==> src/design/ahs_pkg.sv <==
package ahs_pkg;

  localparam int CNT_W  = 21;
  localparam int TGT_W  = 24;
  localparam int RATE_W = 20;
  localparam int RATE_SCALE = 10;
  localparam int CFG_ADDR_W = 3;
  localparam int CFG_DATA_W = 16;

  localparam logic [1:0] OP_TICK   = 2'd0;
  localparam logic [1:0] OP_START  = 2'd1;
  localparam logic [1:0] OP_CANCEL = 2'd2;
  localparam logic [1:0] OP_RESET  = 2'd3;

  localparam logic [1:0] MODE_SENSORLESS = 2'd0;
  localparam logic [1:0] MODE_HYBRID     = 2'd2;

  localparam logic [1:0] FLT_NONE      = 2'd0;
  localparam logic [1:0] FLT_CANCELLED = 2'd1;
  localparam logic [1:0] FLT_TRAVEL    = 2'd2;
  localparam logic [1:0] FLT_TIMEOUT   = 2'd3;

  localparam logic [2:0] SEQ_IDLE     = 3'd0;
  localparam logic [2:0] SEQ_HOMING   = 3'd1;
  localparam logic [2:0] SEQ_RETREAT  = 3'd2;
  localparam logic [2:0] SEQ_COMPLETE = 3'd3;
  localparam logic [2:0] SEQ_ERROR    = 3'd4;

  localparam logic [CFG_ADDR_W-1:0] REG_HOMING_MODE      = 3'd0;
  localparam logic [CFG_ADDR_W-1:0] REG_HOMING_SPEED     = 3'd1;
  localparam logic [CFG_ADDR_W-1:0] REG_RETREAT_SPEED    = 3'd2;
  localparam logic [CFG_ADDR_W-1:0] REG_RETREAT_DISTANCE = 3'd3;
  localparam logic [CFG_ADDR_W-1:0] REG_MAX_TRAVEL       = 3'd4;
  localparam logic [CFG_ADDR_W-1:0] REG_DEBOUNCE         = 3'd5;
  localparam logic [CFG_ADDR_W-1:0] REG_INVERT           = 3'd6;

  typedef enum logic [4:0] {
    PH_IDLE     = 5'b00001,
    PH_HOMING   = 5'b00010,
    PH_RETREAT  = 5'b00100,
    PH_COMPLETE = 5'b01000,
    PH_ERROR    = 5'b10000
  } phase_t;

  typedef struct packed {
    logic [1:0]  operation;
    logic [31:0] now_ms;
    logic        stall_detected;
    logic        stall_enabled;
  } in_item_t;

  typedef struct packed {
    logic [2:0]  sequencer_state;
    logic        busy_res;
    logic        finished;
    logic        succeeded;
    logic [1:0]  fault_code;
    logic [19:0] home_position;
    logic        step_pulse;
    logic        move_direction;
    logic [19:0] step_rate;
    logic [31:0] elapsed_ms;
  } out_item_t;

  typedef struct packed {
    logic [1:0]        homing_mode;
    logic [RATE_W-1:0] homing_rate;
    logic [RATE_W-1:0] retreat_rate;
    logic [TGT_W-1:0]  retreat_target;
    logic [TGT_W-1:0]  travel_target;
    logic [15:0]       debounce_ms;
    logic              invert_direction;
  } cfg_t;

  function automatic logic [2:0] phase_code(phase_t ph);
    logic [2:0] code;
    case (ph)
      PH_IDLE:     code = SEQ_IDLE;
      PH_HOMING:   code = SEQ_HOMING;
      PH_RETREAT:  code = SEQ_RETREAT;
      PH_COMPLETE: code = SEQ_COMPLETE;
      PH_ERROR:    code = SEQ_ERROR;
      default:     code = SEQ_IDLE;
    endcase
    return code;
  endfunction

endpackage

==> src/design/ahs_cfg.sv <==
module ahs_cfg import ahs_pkg::*; #(
  parameter int STEPS_PER_MM = 100
) (
  input  logic                  clk,
  input  logic                  rst_n,
  input  logic                  cfg_wr_en,
  input  logic [CFG_ADDR_W-1:0] cfg_addr,
  input  logic [CFG_DATA_W-1:0] cfg_wdata,
  output cfg_t                  cfg
);

  localparam logic [TGT_W-1:0] RETREAT_TGT_RST = TGT_W'(5 * STEPS_PER_MM);
  localparam logic [TGT_W-1:0] TRAVEL_TGT_RST  = TGT_W'(100 * STEPS_PER_MM);

  cfg_t cfg_r;

  always_ff @(posedge clk) begin
    if (!rst_n) begin
      cfg_r.homing_mode      <= MODE_SENSORLESS;
      cfg_r.homing_rate      <= RATE_W'(100 * RATE_SCALE);
      cfg_r.retreat_rate     <= RATE_W'(50 * RATE_SCALE);
      cfg_r.retreat_target   <= RETREAT_TGT_RST;
      cfg_r.travel_target    <= TRAVEL_TGT_RST;
      cfg_r.debounce_ms      <= 16'd10;
      cfg_r.invert_direction <= 1'b0;
    end else if (cfg_wr_en) begin
      case (cfg_addr)
        REG_HOMING_MODE:      cfg_r.homing_mode <= cfg_wdata[1:0];
        REG_HOMING_SPEED:     cfg_r.homing_rate <=
                                RATE_W'(32'(cfg_wdata) * 32'(RATE_SCALE));
        REG_RETREAT_SPEED:    cfg_r.retreat_rate <=
                                RATE_W'(32'(cfg_wdata) * 32'(RATE_SCALE));
        REG_RETREAT_DISTANCE: cfg_r.retreat_target <=
                                TGT_W'(32'(cfg_wdata[13:0]) * 32'(STEPS_PER_MM));
        REG_MAX_TRAVEL:       cfg_r.travel_target <=
                                TGT_W'(32'(cfg_wdata[13:0]) * 32'(STEPS_PER_MM));
        REG_DEBOUNCE:         cfg_r.debounce_ms <= cfg_wdata;
        REG_INVERT:           cfg_r.invert_direction <= cfg_wdata[0];
        default: ;
      endcase
    end
  end

  assign cfg = cfg_r;

endmodule

==> src/design/ahs_core.sv <==
module ahs_core import ahs_pkg::*; #(
  parameter int TIMEOUT_MS = 30000
) (
  input  logic      clk,
  input  logic      rst_n,
  input  logic      step_en,
  input  in_item_t  item,
  input  cfg_t      cfg,
  output out_item_t result
);

  phase_t            phase_r, phase_nxt;
  logic [CNT_W-1:0]  step_r, step_nxt;
  logic [CNT_W-1:0]  retreat_r, retreat_nxt;
  logic [31:0]       start_r, start_nxt;
  logic              armed_r, armed_nxt;
  logic [31:0]       db_start_r, db_start_nxt;
  logic [CNT_W-1:0]  trig_pos_r, trig_pos_nxt;
  logic              ok_r, ok_nxt;
  logic [1:0]        fault_r, fault_nxt;

  logic              busy;
  logic              run_home;
  logic              run_retreat;
  logic              triggered;
  logic              pulse;
  logic              dir;
  logic [RATE_W-1:0] rate;

  always_comb begin
    phase_nxt    = phase_r;
    step_nxt     = step_r;
    retreat_nxt  = retreat_r;
    start_nxt    = start_r;
    armed_nxt    = armed_r;
    db_start_nxt = db_start_r;
    trig_pos_nxt = trig_pos_r;
    ok_nxt       = ok_r;
    fault_nxt    = fault_r;
    busy         = (phase_r == PH_HOMING) || (phase_r == PH_RETREAT);
    run_home     = 1'b0;
    run_retreat  = 1'b0;
    triggered    = 1'b0;
    pulse        = 1'b0;
    dir          = 1'b0;
    rate         = '0;

    case (item.operation)
      OP_START: begin
        if (!busy) begin
          phase_nxt    = PH_HOMING;
          armed_nxt    = 1'b0;
          db_start_nxt = '0;
          ok_nxt       = 1'b0;
          fault_nxt    = FLT_NONE;
          trig_pos_nxt = '0;
          start_nxt    = item.now_ms;
          step_nxt     = '0;
          retreat_nxt  = '0;
          run_home     = 1'b1;
        end
      end
      OP_CANCEL: begin
        if (busy) begin
          phase_nxt = PH_IDLE;
          ok_nxt    = 1'b0;
          fault_nxt = FLT_CANCELLED;
        end
      end
      OP_RESET: begin
        phase_nxt    = PH_IDLE;
        armed_nxt    = 1'b0;
        db_start_nxt = '0;
        ok_nxt       = 1'b0;
        fault_nxt    = FLT_NONE;
        trig_pos_nxt = '0;
        step_nxt     = '0;
        retreat_nxt  = '0;
      end
      default: begin
        run_home    = (phase_r == PH_HOMING);
        run_retreat = (phase_r == PH_RETREAT);
      end
    endcase

    if (run_home) begin
      dir  = ~cfg.invert_direction;
      rate = cfg.homing_rate;
      if (((cfg.homing_mode == MODE_SENSORLESS) || (cfg.homing_mode == MODE_HYBRID))
          && item.stall_enabled) begin
        if (item.stall_detected) begin
          if (!armed_nxt) begin
            armed_nxt    = 1'b1;
            db_start_nxt = item.now_ms;
          end
          triggered = (item.now_ms - db_start_nxt) >= 32'(cfg.debounce_ms);
        end else begin
          armed_nxt = 1'b0;
        end
      end
      if (triggered) begin
        trig_pos_nxt = step_nxt;
        phase_nxt    = PH_RETREAT;
        armed_nxt    = 1'b0;
        retreat_nxt  = '0;
      end else if ((TGT_W'(step_nxt) >= cfg.travel_target) || (&step_nxt)) begin
        phase_nxt = PH_ERROR;
        ok_nxt    = 1'b0;
        fault_nxt = FLT_TRAVEL;
      end else if ((item.now_ms - start_nxt) > 32'(TIMEOUT_MS)) begin
        phase_nxt = PH_ERROR;
        ok_nxt    = 1'b0;
        fault_nxt = FLT_TIMEOUT;
      end else begin
        step_nxt = step_nxt + 1'b1;
        pulse    = 1'b1;
      end
    end

    if (run_retreat) begin
      dir  = cfg.invert_direction;
      rate = cfg.retreat_rate;
      if ((TGT_W'(retreat_r) < cfg.retreat_target) && !(&retreat_r)) begin
        retreat_nxt = retreat_r + 1'b1;
        pulse       = 1'b1;
      end else begin
        phase_nxt = PH_COMPLETE;
        ok_nxt    = 1'b1;
      end
    end
  end

  always_ff @(posedge clk) begin
    if (!rst_n) begin
      phase_r    <= PH_IDLE;
      step_r     <= '0;
      retreat_r  <= '0;
      start_r    <= '0;
      armed_r    <= 1'b0;
      db_start_r <= '0;
      trig_pos_r <= '0;
      ok_r       <= 1'b0;
      fault_r    <= FLT_NONE;
    end else if (step_en) begin
      phase_r    <= phase_nxt;
      step_r     <= step_nxt;
      retreat_r  <= retreat_nxt;
      start_r    <= start_nxt;
      armed_r    <= armed_nxt;
      db_start_r <= db_start_nxt;
      trig_pos_r <= trig_pos_nxt;
      ok_r       <= ok_nxt;
      fault_r    <= fault_nxt;
    end
  end

  always_comb begin
    result.sequencer_state = phase_code(phase_nxt);
    result.busy_res        = (phase_nxt == PH_HOMING) || (phase_nxt == PH_RETREAT);
    result.finished        = (phase_nxt == PH_COMPLETE) || (phase_nxt == PH_ERROR);
    result.succeeded       = ok_nxt;
    result.fault_code      = fault_nxt;
    result.home_position   = trig_pos_nxt[CNT_W-1] ? '1 : trig_pos_nxt[19:0];
    result.step_pulse      = pulse;
    result.move_direction  = dir;
    result.step_rate       = rate;
    result.elapsed_ms      = item.now_ms - start_nxt;
  end

endmodule

==> src/design/axis_homing_sequencer.sv <==
// Channel  Direction  Handshake                 Payload
// in_      input      in_valid / in_ready       in_data   (in_item_t)
// out_     output     out_valid / out_ready     out_data  (out_item_t)
// cfg_     input      cfg_wr_en                 cfg_addr, cfg_wdata
//
// Each beat is held in the input register and is loaded into the result register on
// an edge at which the result register is empty or being read, so one beat can be
// taken every cycle while out_ready does not stall the result register.
// The sequencer state is updated in the same edge that loads the result register.
// A stalled result register holds the input register; reset is synchronous and
// restores the register defaults and the idle phase.
module axis_homing_sequencer import ahs_pkg::*; #(
  parameter int STEPS_PER_MM = 100,
  parameter int TIMEOUT_MS   = 30000
) (
  input  logic                  clk,
  input  logic                  rst_n,
  input  logic                  in_valid,
  output logic                  in_ready,
  input  in_item_t              in_data,
  output logic                  out_valid,
  input  logic                  out_ready,
  output out_item_t             out_data,
  input  logic                  cfg_wr_en,
  input  logic [CFG_ADDR_W-1:0] cfg_addr,
  input  logic [CFG_DATA_W-1:0] cfg_wdata
);

  logic      in_vld_r;
  in_item_t  in_item_r;
  logic      out_vld_r;
  out_item_t out_item_r;
  logic      advance;
  logic      step_en;
  cfg_t      cfg;
  out_item_t result;

  assign advance  = !out_vld_r || out_ready;
  assign in_ready = !in_vld_r || advance;
  assign step_en  = in_vld_r && advance;

  ahs_cfg #(
    .STEPS_PER_MM(STEPS_PER_MM)
  ) u_cfg (
    .clk       (clk),
    .rst_n     (rst_n),
    .cfg_wr_en (cfg_wr_en),
    .cfg_addr  (cfg_addr),
    .cfg_wdata (cfg_wdata),
    .cfg       (cfg)
  );

  ahs_core #(
    .TIMEOUT_MS(TIMEOUT_MS)
  ) u_core (
    .clk     (clk),
    .rst_n   (rst_n),
    .step_en (step_en),
    .item    (in_item_r),
    .cfg     (cfg),
    .result  (result)
  );

  always_ff @(posedge clk) begin
    if (!rst_n) begin
      in_vld_r  <= 1'b0;
      out_vld_r <= 1'b0;
    end else begin
      if (in_ready) begin
        in_vld_r <= in_valid;
      end
      if (advance) begin
        out_vld_r <= in_vld_r;
      end
    end
  end

  always_ff @(posedge clk) begin
    if (in_valid && in_ready) begin
      in_item_r <= in_data;
    end
    if (step_en) begin
      out_item_r <= result;
    end
  end

  assign out_valid = out_vld_r;
  assign out_data  = out_item_r;

endmodule
==> config.mk <==
export PLATFORM = sky130hd
export DESIGN_NAME = axis_homing_sequencer
export DESIGN_NICKNAME = d
export VERILOG_FILES = /design/src/design/ahs_pkg.sv /design/src/design/ahs_cfg.sv /design/src/design/ahs_core.sv /design/src/design/axis_homing_sequencer.sv
export SDC_FILE = /design/constraint.sdc
export NUM_CORES = 1
export LEC_CHECK = 0
export ABC_AREA = 1
export BUFFER_PORTS_ARGS = -buffer_cell sky130_fd_sc_hd__clkbuf_2
export CAP_MARGIN = 20
export CORE_MARGIN = 5
export CORE_UTILIZATION = 30
export DETAILED_ROUTE_END_ITERATION = 6
export SETUP_SLACK_MARGIN = 0.3
export SYNTH_ARGS = -nofsm -noshare
export SYNTH_HDL_FRONTEND = slang
export SYNTH_SLANG_ARGS = --single-unit
==> constraint.sdc <==
create_clock -name clk -period 13 [get_ports clk]
set_input_delay 0 -clock clk [delete_from_list [all_inputs] [get_ports clk]]
set_output_delay 0 -clock clk [all_outputs]
set_load 0.01 [all_outputs]
# After elaboration in Yosys (flattened, before gate mapping)
# Index checks and enable logic that the tools add are counted.
# op_classes
n_addsub	4
reduce_logical	27
bitwise_logic	1
eq_ne	16
n_mux	75
n_lt_le_gt_ge	4
multipliers	2
# ops
cell	count
32-bit 2-to-1 mux	10
21-bit 2-to-1 mux	13
21-bit case mux with 2 select lines	3
32-bit case mux with 2 select lines	1
32-bit subtractor	2
21-bit by 1-bit adder with 21-bit output (second input constant)	2
21-bit AND reduction	2
20-bit 2-to-1 mux	2
5-bit 2-to-1 mux	8
32-bit by 16-bit greater-or-equal comparator with 1-bit output	1
32-bit by 15-bit > comparator with 1-bit output (second input constant)	1
1-bit 2-to-1 mux	26
21-bit greater-or-equal comparator	1
21-bit less-than comparator	1
14-bit by 5-bit multiplier with 19-bit output (second input constant)	1
16-bit by 3-bit multiplier with 19-bit output (second input constant)	1
5-bit case mux with 3 select lines	1
2-bit AND reduction	7
2-bit 2-to-1 mux	6
3-bit case mux with 4 select lines	1
5-bit by 2-bit == test with 1-bit output (second input constant)	2
5-bit by 3-bit == test with 1-bit output (second input constant)	2
3-bit == test (second input constant)	3
1-bit logical OR	7
16 further kinds	25
# word_totals
elab_cells	162
inputBits	60
register_bits	351
output_inout_bits	84

# Depth between registers and ports, before layout
# Gate-level depths: netlist of run 1.
# depth
word_depth	19
depth_mapped	41
depth_no_buf	38

# By module
# From an unflattened synthesis of run 1, not the netlist that was laid out.
# hier_totals
cells_unflattened	3589
area_unflattened_um2	24698.7
# modules_own_cells
mod	n_inst	cells_per_inst	area_per_inst_um2
ahs_core	1	2523	14729.1
ahs_cfg	1	935	6331.1
axis_homing_sequencer	1	131	3638.5

# Worst setup path after synthesis of run 1
# OpenSTA, ideal clock, no wires.
# synth_timing
path_type	register to register
from	reg in_item_r[34] (netlist bit)
to	reg out_item_r, in the netlist out_data[69] (data pin)
required_time_ns	12.741
synth_period_minus_slack_ns	4.566
stages_incl_launch_ff	35
n_path_buf	4
setup_time_ns	0.259
t_arrival_ns	4.307
setup_slack_ns	8.434
cell_sequence	edfxtp_1 > nand2_1 > nand2_2 > nor2_4 > buf_2 > clkbuf_1 > o21ai_0 > ha_1 > inv_1 > ha_1 > inv_1 > nand2_2 > nand2_1 > nand2_1 > nand3_1 > nand2_1 > nand2_1 > nand2_1 > xor2_1 > ha_1 > nand2_1 > nor2_1 > a211oi_1 > a21oi_1 > nor2_1 > nand3_1 > nor2_1 > nand3_1 > nor2_1 > nand2_2 > nand2_2 > buf_6 > buf_4 > o21ai_0 > or2_1
# synth_between
elab_chain_cells	13
elab_cells_between_ends	20
classes_between	add/sub: 1; order compare: 1; eq/ne: 3; mux: 14; reduce/logical: 1
# synth_lines
element	line	source
start: declaration	axis_homing_sequencer.sv:30	in_item_t in_item_r;
start signal: assignment	axis_homing_sequencer.sv:80	in_item_r <= in_data;
2-bit == test or 2-bit by 1-bit == test with 1-bit output (tied branches)	ahs_core.sv:48	case (item.operation)
32-bit case mux with 2 select lines or 1-bit case mux with 2 select lines (tied branches)	ahs_core.sv:48	
32-bit 2-to-1 mux	ahs_core.sv:92	if (!armed_nxt) begin
32-bit 2-to-1 mux	ahs_core.sv:91	if (item.stall_detected) begin
32-bit 2-to-1 mux	ahs_core.sv:89	if (((cfg.homing_mode == MODE_SENSORLESS) || (cfg.homing_mode == MODE_HYBRID))
32-bit 2-to-1 mux	ahs_core.sv:86	if (run_home) begin
32-bit subtractor	ahs_core.sv:96	triggered = (item.now_ms - db_start_nxt) >= 32'(cfg.debounce_ms);
32-bit by 16-bit greater-or-equal comparator with 1-bit output	ahs_core.sv:96	
1-bit 2-to-1 mux	ahs_core.sv:91	
1-bit 2-to-1 mux	ahs_core.sv:89	
1-bit 2-to-1 mux	ahs_core.sv:86	
21-bit 2-to-1 mux	ahs_core.sv:101	if (triggered) begin
21-bit 2-to-1 mux *	ahs_core.sv:86	
end signal: assignment	axis_homing_sequencer.sv:83	out_item_r <= result;
end: declaration	axis_homing_sequencer.sv:32	out_item_t out_item_r;
# Every way passes the cells marked *; elsewhere a longest branch is shown, timed or not. The select of a mux whose other input is x is not followed.
# A chain may end at the register's enable or synchronous reset.

# Worst setup path after layout of run 1
# layout_timing
from	reg in_item_r[34] (netlist bit)
to	reg out_item_r, in the netlist out_data[68] (data pin)
# Same word-level chain as after synthesis.

==> metrics.txt, run 1 <==
outcome completed; most common cell after layout, fill and taps aside nand2_1; min-delay src in_data[8]; Final Skew around 0.037 ns; die footprint 82,100 sq um; minimum clock period about 6.3 ns; unrepaired setup endpoints after global routing no; Initial Util 30.2%; Data required, critical path 13.44 ns; area grow syn2layout 16.3%; number of global-route vias before repair 19,800; final cycle utilization of the critical path between 40% and 50%; initial antenna violation count 2; share of cells above drive strength 1 8.79%; Mapped Cells 3,163; final wirelength 69,500 microns; deepest clock path buffer count 3; htree depth 2; leakage power around 12 nW; FF-to-FF End out_data[68]; final-report hold violation count 0; root buf cell clkbuf_16; final number of setup-violating endpoints 0; Main synth FF type dfxtp_1; Sink Count around 350; first-pass iteration count of the detailed router 5; Hold Path Sink in_item_r[8]; Top Ports 144; gr busiest metal met2; DRC viols 0; r2r startpoint in_item_r[34]; syn_area_per_cell 7.25 sq um; Synth cell types 53; M1 GR Usage 23.2%; Worst EP arrival between 6 and 7 ns; design area 26,700 sq um; area post-placement 24,500 sq um; maximum vdd drop approximately 0.088 mV; vias per std cell 4.88; Post-synth EDFFs 117; commonest non-fill, non-tap cells in the layout 631 x nand2_1, 482 x inv_1, 300 x a21oi_1; final setup TNS 0 ns; synthesis warning total 0; maxcap violations 0; Starting DRT DRC Count around 1,500; clock-pin slew on the worst setup and hold paths about 0.06 ns; CP Launch Point in_item_r[34]; Rows roughly 100; GRT Total Usage 16.4%; Crit. End Element register; final RePlAce weighted congestion a little over 0.9; first-pass GRT wire length 110,000 microns; DIE WIDTH 286 microns; Post-synth ARST share 0%; die span in y ~290 microns; Min-Delay Path Class input port to register; dpl hpwl 51,800 microns; Final nets ~3,600; sequential share of the synthesized area roughly 36%; Worst Max-Slew Pin Slew 1.01 ns; PD cells 120 nW/um^2; CTS tree done; Worst R2R Path Depth 27; GR Util met3 1.96%; global route overflow 0; CTS Buf Count 43; CP Class register to register; PortBufs 142; syn nets roughly 3,400; Slew Viols, Final 0; Worst setup SP type register; CP max FO 52; worst skew pair latency 0.60 ns; hold depth 2; fmax 158 MHz; met2 usage 26.8%; Final ANT Viol Nets 0; core box area roughly 76,000 sq um; largest net degree at the start of global routing 87; post_cts resized 0; Fillers 8,110; Vias 21,200; Max-slew headroom 32.8%; worst reg-to-reg setup slack approximately 6.7 ns; per-cell routed wire length between 15 and 20 microns; cell area after synthesis 22,900 sq um; flops & latches, synth about 350
## how the worst max path moves through the flow
stage,endpoint,cells after the start
final,out_data[68],27
after global routing,out_data[68],31
after CTS,out_data[68],27
after detailed placement,out_data[68],31
after global placement,out_data[66],31
after floorplan,out_data[69],34
## critical path, stage by stage (launching register included)
cell and delay (ns):
edfxtp_1 0.45, nand2_1 0.32, nand2_2 0.48, nor2_4 0.33, buf_4 0.49, o21ai_0 0.21, ha_1 0.43, nand2_1 0.13
nor3_1 0.31, nand2_1 0.12, inv_1 0.06, nand2_1 0.04, nand2_1 0.09, xor2_1 0.16, ha_1 0.27, a21oi_1 0.13
o21ai_0 0.09, nor2_1 0.12, nand3_1 0.09, nor2_1 0.10, nand3_1 0.08, nor2_1 0.11, nand2_2 0.15, nand2_2 0.11
inv_1 0.20, o21ai_2 0.46, clkinv_1 0.37, nand3_1 0.17
## layer usage
metal  share of wire (%)  wire length (microns)
met3                 4.8                   3360
met1                  48                  33300
met4                 2.1                   1480
met5                   0                      0
met2                  45                  31300
## power by group
group	leakage (nW)	switching [mW]	total (mW)	internal [mW]
Clock	0.731	0.519	1.25	0.728
Combinational	8.65	0.479	0.731	0.252
Sequential	3.01	0.0372	1.23	1.19
## per-stage QoR
stage / hold WS [ns] / util (%) / worst slack, ns / total power, mW / std cells
6_report: 0.136 / 35.2 / 6.68 / 3.21 / 4337
5_1_grt: 0.117 / 35.2 / 6.06 / 3.39 / 4335
4_1_cts: 0.104 / 35.2 / 6.70 / 3.25 / 4335
3_5_place_dp: 0.179 / 32.4 / 6.73 / 1.97 / 4189
3_3_place_gp: 0.177 / 32.4 / 6.83 / 1.97 / 4189
2_1_floorplan: 0.0989 / - / 8.43 / 1.75 / 3163
## cell usage after synthesis (4+ instances only)
master / n / area share, %
a211oi_1: 7 / 0.23
a21boi_0: 4 / 0.13
a21o_1: 10 / 0.33
a21oi_1: 300 / 6.5
a22o_1: 8 / 0.31
a31oi_1: 8 / 0.22
buf_1: 18 / 0.29
buf_2: 6 / 0.13
buf_4: 7 / 0.23
clkbuf_1: 76 / 1.2
clkinv_1: 5 / 0.082
dfxtp_1: 232 / 20
edfxtp_1: 117 / 15
fa_1: 11 / 0.96
ha_1: 183 / 10
inv_1: 484 / 7.9
inv_2: 9 / 0.15
mux2i_1: 17 / 0.74
nand2_1: 632 / 10
nand2_2: 10 / 0.27
nand3_1: 170 / 3.7
nand3_2: 10 / 0.44
nand4_1: 59 / 1.6
nor2_1: 255 / 4.2
nor2_2: 5 / 0.14
nor3_1: 43 / 0.94
nor4_1: 12 / 0.33
o211ai_1: 46 / 1.5
o21ai_0: 230 / 5.0
o21ai_1: 17 / 0.37
o21bai_1: 4 / 0.13
o22ai_1: 15 / 0.41
or2_1: 12 / 0.33
or2_2: 19 / 0.52
xnor2_1: 21 / 0.80
xor2_1: 71 / 2.7
## repair_timing
| item | in CTS | in global routing |
|---|---|---|
| hold buffers | 66 | 0 |
| setup buffers | 0 | 0 |
| endpoints found under the hold margin | 89 | 0 |
## final cells by class
class | count | area (sq um) | share of cell area (%)
inverter | 498 | 1880 | 7.03
multi-input combinational | 2206 | 12400 | 46.6
antenna | 2 | 5.00 | 0.0188
sequential | 349 | 8160 | 30.6
timing repair buffer | 224 | 1490 | 5.60
clock buffer | 56 | 1210 | 4.53
tap | 978 | 1220 | 4.59
clock inverter | 24 | 270 | 1.01
## sequential cells by signal, summed over array words and instances, names as in the netlist
register,count
u_cfg.cfg,94
u_core.db_start_r,32
u_core.phase_r,5
u_core.step_r,21
u_core.retreat_r,21
u_core.trig_pos_r,21
in_item_r,36
u_core.start_r,32
u_core.ok_r,1
u_core.armed_r,1
u_core.fault_r,2
out_valid,1
out_data,81
in_vld_r,1
## kinds of logic after synthesis
family / Yosys count / synth area share (%)
adder cells (fa/ha/maj): 194 / 10.9
multiplexers: 17 / 0.742
AND/OR/NAND/NOR: 1237 / 23.2
AO/OA/AOI/OAI: 665 / 15.8
buffers and inverters: 608 / 10.2
flip-flops: 349 / 35.6
XOR/XNOR: 92 / 3.51
other: 1 / 0.0164
Power figures use the tool's default switching activity.
==> inputs of run 2 (changes only) <==
==> constraint.sdc (replaced) <==
create_clock -name clk -period 5.2 [get_ports clk]
set_input_delay 0 -clock clk [delete_from_list [all_inputs] [get_ports clk]]
set_output_delay 0 -clock clk [all_outputs]
set_load 0.01 [all_outputs]
==> run 2 against run 1 <==
Compared with the run above: hold slack worse by 0.00078 ns; sequential power increased to 2.5 times the previous value; maximum frequency increased by 36%; clock-buffer cell count increased by 8; die area is the same; routed wire length rose by 1.0%; clock skew fell by 0.0070 ns; highest routed layer unchanged.
==> metrics.txt, run 2 (same netlist as run 1, synthesis figures left out) <==
die footprint 82,100 sq um (unchanged); max incr delay on CP 0.35 ns (-0.14 ns); die span in y 286 microns (unchanged); unrepaired setup endpoints after global routing no; core box area 75,800 sq um (unchanged); Crit. End Element register; Seq pwr share 38.0% (-0.4 points); PD cells 292 nW/um^2 (+140%); commonest non-fill, non-tap cells in the layout 610 x nand2_1, 473 x inv_1, 286 x a21oi_1; Sink Count 349 (unchanged); worst skew pair latency 0.61 ns (about the same); CP most frequent cell nand2_1; CP max FO 8 (-85%); final RePlAce weighted congestion 0.924 (-0.99%); Top Ports 144 (unchanged); slowest library cell on the worst path dfxtp_1; root buf cell clkbuf_16; minimum clock period 4.65 ns (-1.67 ns); maxcap violations 0 (unchanged); maximum vdd drop 0.210 mV (+140%); final setup TNS 0 ns (unchanged); Worst setup SP type register; Worst R2R Path Depth 34 (+26%); GRT Total Usage 16.2% (-0.19 points); htree depth 2 (unchanged); Final Skew 0.0296 ns (-0.00701 ns); share of cells above drive strength 1 13.9% (+5.1 points); first-pass iteration count of the detailed router 5 (unchanged); Data required, critical path 5.53 ns (-7.91 ns); Slew Viols, Final 0 (unchanged); combinational share of power 24.5% (+1.7 points); area post-placement 24,800 sq um (+0.89%); Starting DRT DRC Count 1,744 (+14%); outcome completed; CTS tree done; Initial Util 30.2% (unchanged); CP delay by family, top simple AND/OR/NAND/NOR gates; Buffers & Inverters on Critical Path 7 (+3); Min-Delay Path Class input port to register; per-cell routed wire length 15.9 microns (-0.59%); deepest clock path buffer count 3 (unchanged); most common cell after layout, fill and taps aside nand2_1; leakage power 12.8 nW (+3.4%); Worst Max-Slew Pin Slew 0.915 ns (-0.0930 ns); Final nets 3,648 (+2.0%); DIE WIDTH 286 microns (unchanged); PortBufs 142 (unchanged); initial antenna violation count 1 (-1); clock-pin slew on the worst setup and hold paths 0.06 ns (about the same); DRC viols 0 (unchanged); number of global-route vias before repair 19,900 (+0.31%); Final ANT Viol Nets 0 (unchanged); first-pass GRT wire length 109,000 microns (-0.93%); CTS Buf Count 42 (-2.3%); internal power 5.48 mW (+150%); Vias 21,500 (+1.4%); worst hold slack 0.135 ns (-0.000782 ns); CP Class register to register; Worst EP arrival 4.98 ns (-1.78 ns); final-report hold violation count 0 (unchanged); vias per std cell 4.87 (-0.17%); Switch Pwr 2.64 mW (+160%); final wirelength 70,200 microns (+1.0%); number of flip-flops in the largest register 94 (unchanged); WP depth 34 (+26%); hold depth 2 (unchanged); global route overflow 0 (unchanged); dpl hpwl 52,300 microns (+0.89%); final number of setup-violating endpoints 0 (unchanged); design area 27,800 sq um (+4.2%); fmax 215 MHz (+36%); largest net degree at the start of global routing 101 (+16%); Max-slew headroom 39.0% (+6.1 points); area grow syn2layout 21.3%; Rows 101 (unchanged); Switching Fraction 32.5% (+0.30 points); final cycle utilization of the critical path 89.4% (+41 points); clock share of power 37.5% (-1.3 points); Final Power 8.12 mW (+150%)
[run 2: changes by cell type in the layout (fill, tap and decap cells not counted), moves of 15 or more]
cell     before  now
ha_1        183  168
o21ai_0     230  210
nand2_1     631  610
buf_4        17   73
nor2_1      254  236
[run 2: path summary, 6_finish.rpt]
path / slack, ns / endpoint / from
worst max-delay path: 0.55 / out_data[61] / u_core.phase_r[0]
worst min-delay path: 0.14 / in_item_r[23] / in_data[23]
worst max register to register: 0.55 / out_data[61] / u_core.phase_r[0]
worst min register to register: 0.46 / u_core.db_start_r[13] / u_core.db_start_r[13]
[run 2: layout make-up]
class	count	area (sq um)
antenna	1	2.50
timing repair buffer	296	2110
sequential	349	8160
fill	7929	48000
tap	978	1220
clock buffer	64	1270
inverter	498	1880
multi-input combinational	2207	13000
clock inverter	14	184
[run 2: power by group through the flow]
stage	Clock, mW	Sequential [mW]	Combinational, mW
6_report	3.05	3.08	1.99
4_1_cts	3.12	3.08	1.87
5_1_grt	3.23	3.10	2.22
3_3_place_gp	0	3.14	1.80
2_1_floorplan	0	3.13	1.26
3_5_place_dp	0	3.14	1.81
[run 2: stage by stage]
| step | util [%] | setup slack (ns) | std cells |
|---|---|---|---|
| CTS | 35.6 | 0.311 | 4375 |
| floorplan | - | 0.634 | 3163 |
| finish | 36.7 | 0.552 | 4407 |
| global placement | 32.6 | 0.158 | 4218 |
| global route | 36.7 | 0.211 | 4407 |
| detailed placement | 32.6 | 0.0263 | 4218 |
[run 2: what timing repair did]
action	CTS	global route
hold buffers	68	0
gates cloned	1	0
setup endpoints to repair	58	99
buffers inserted	10	30
pin swaps	5	56
endpoints found under the hold margin	119	0
gates resized for setup	14	161
[run 2: per-layer routing]
metal	share of wire (%)	GRT usage, %	up-vias
met5	0	0	-
met4	2.2	3.77	0
met3	5.7	2.53	99
met2	46	26.9	536
met1	47	22.3	9919
li1	-	-	10900
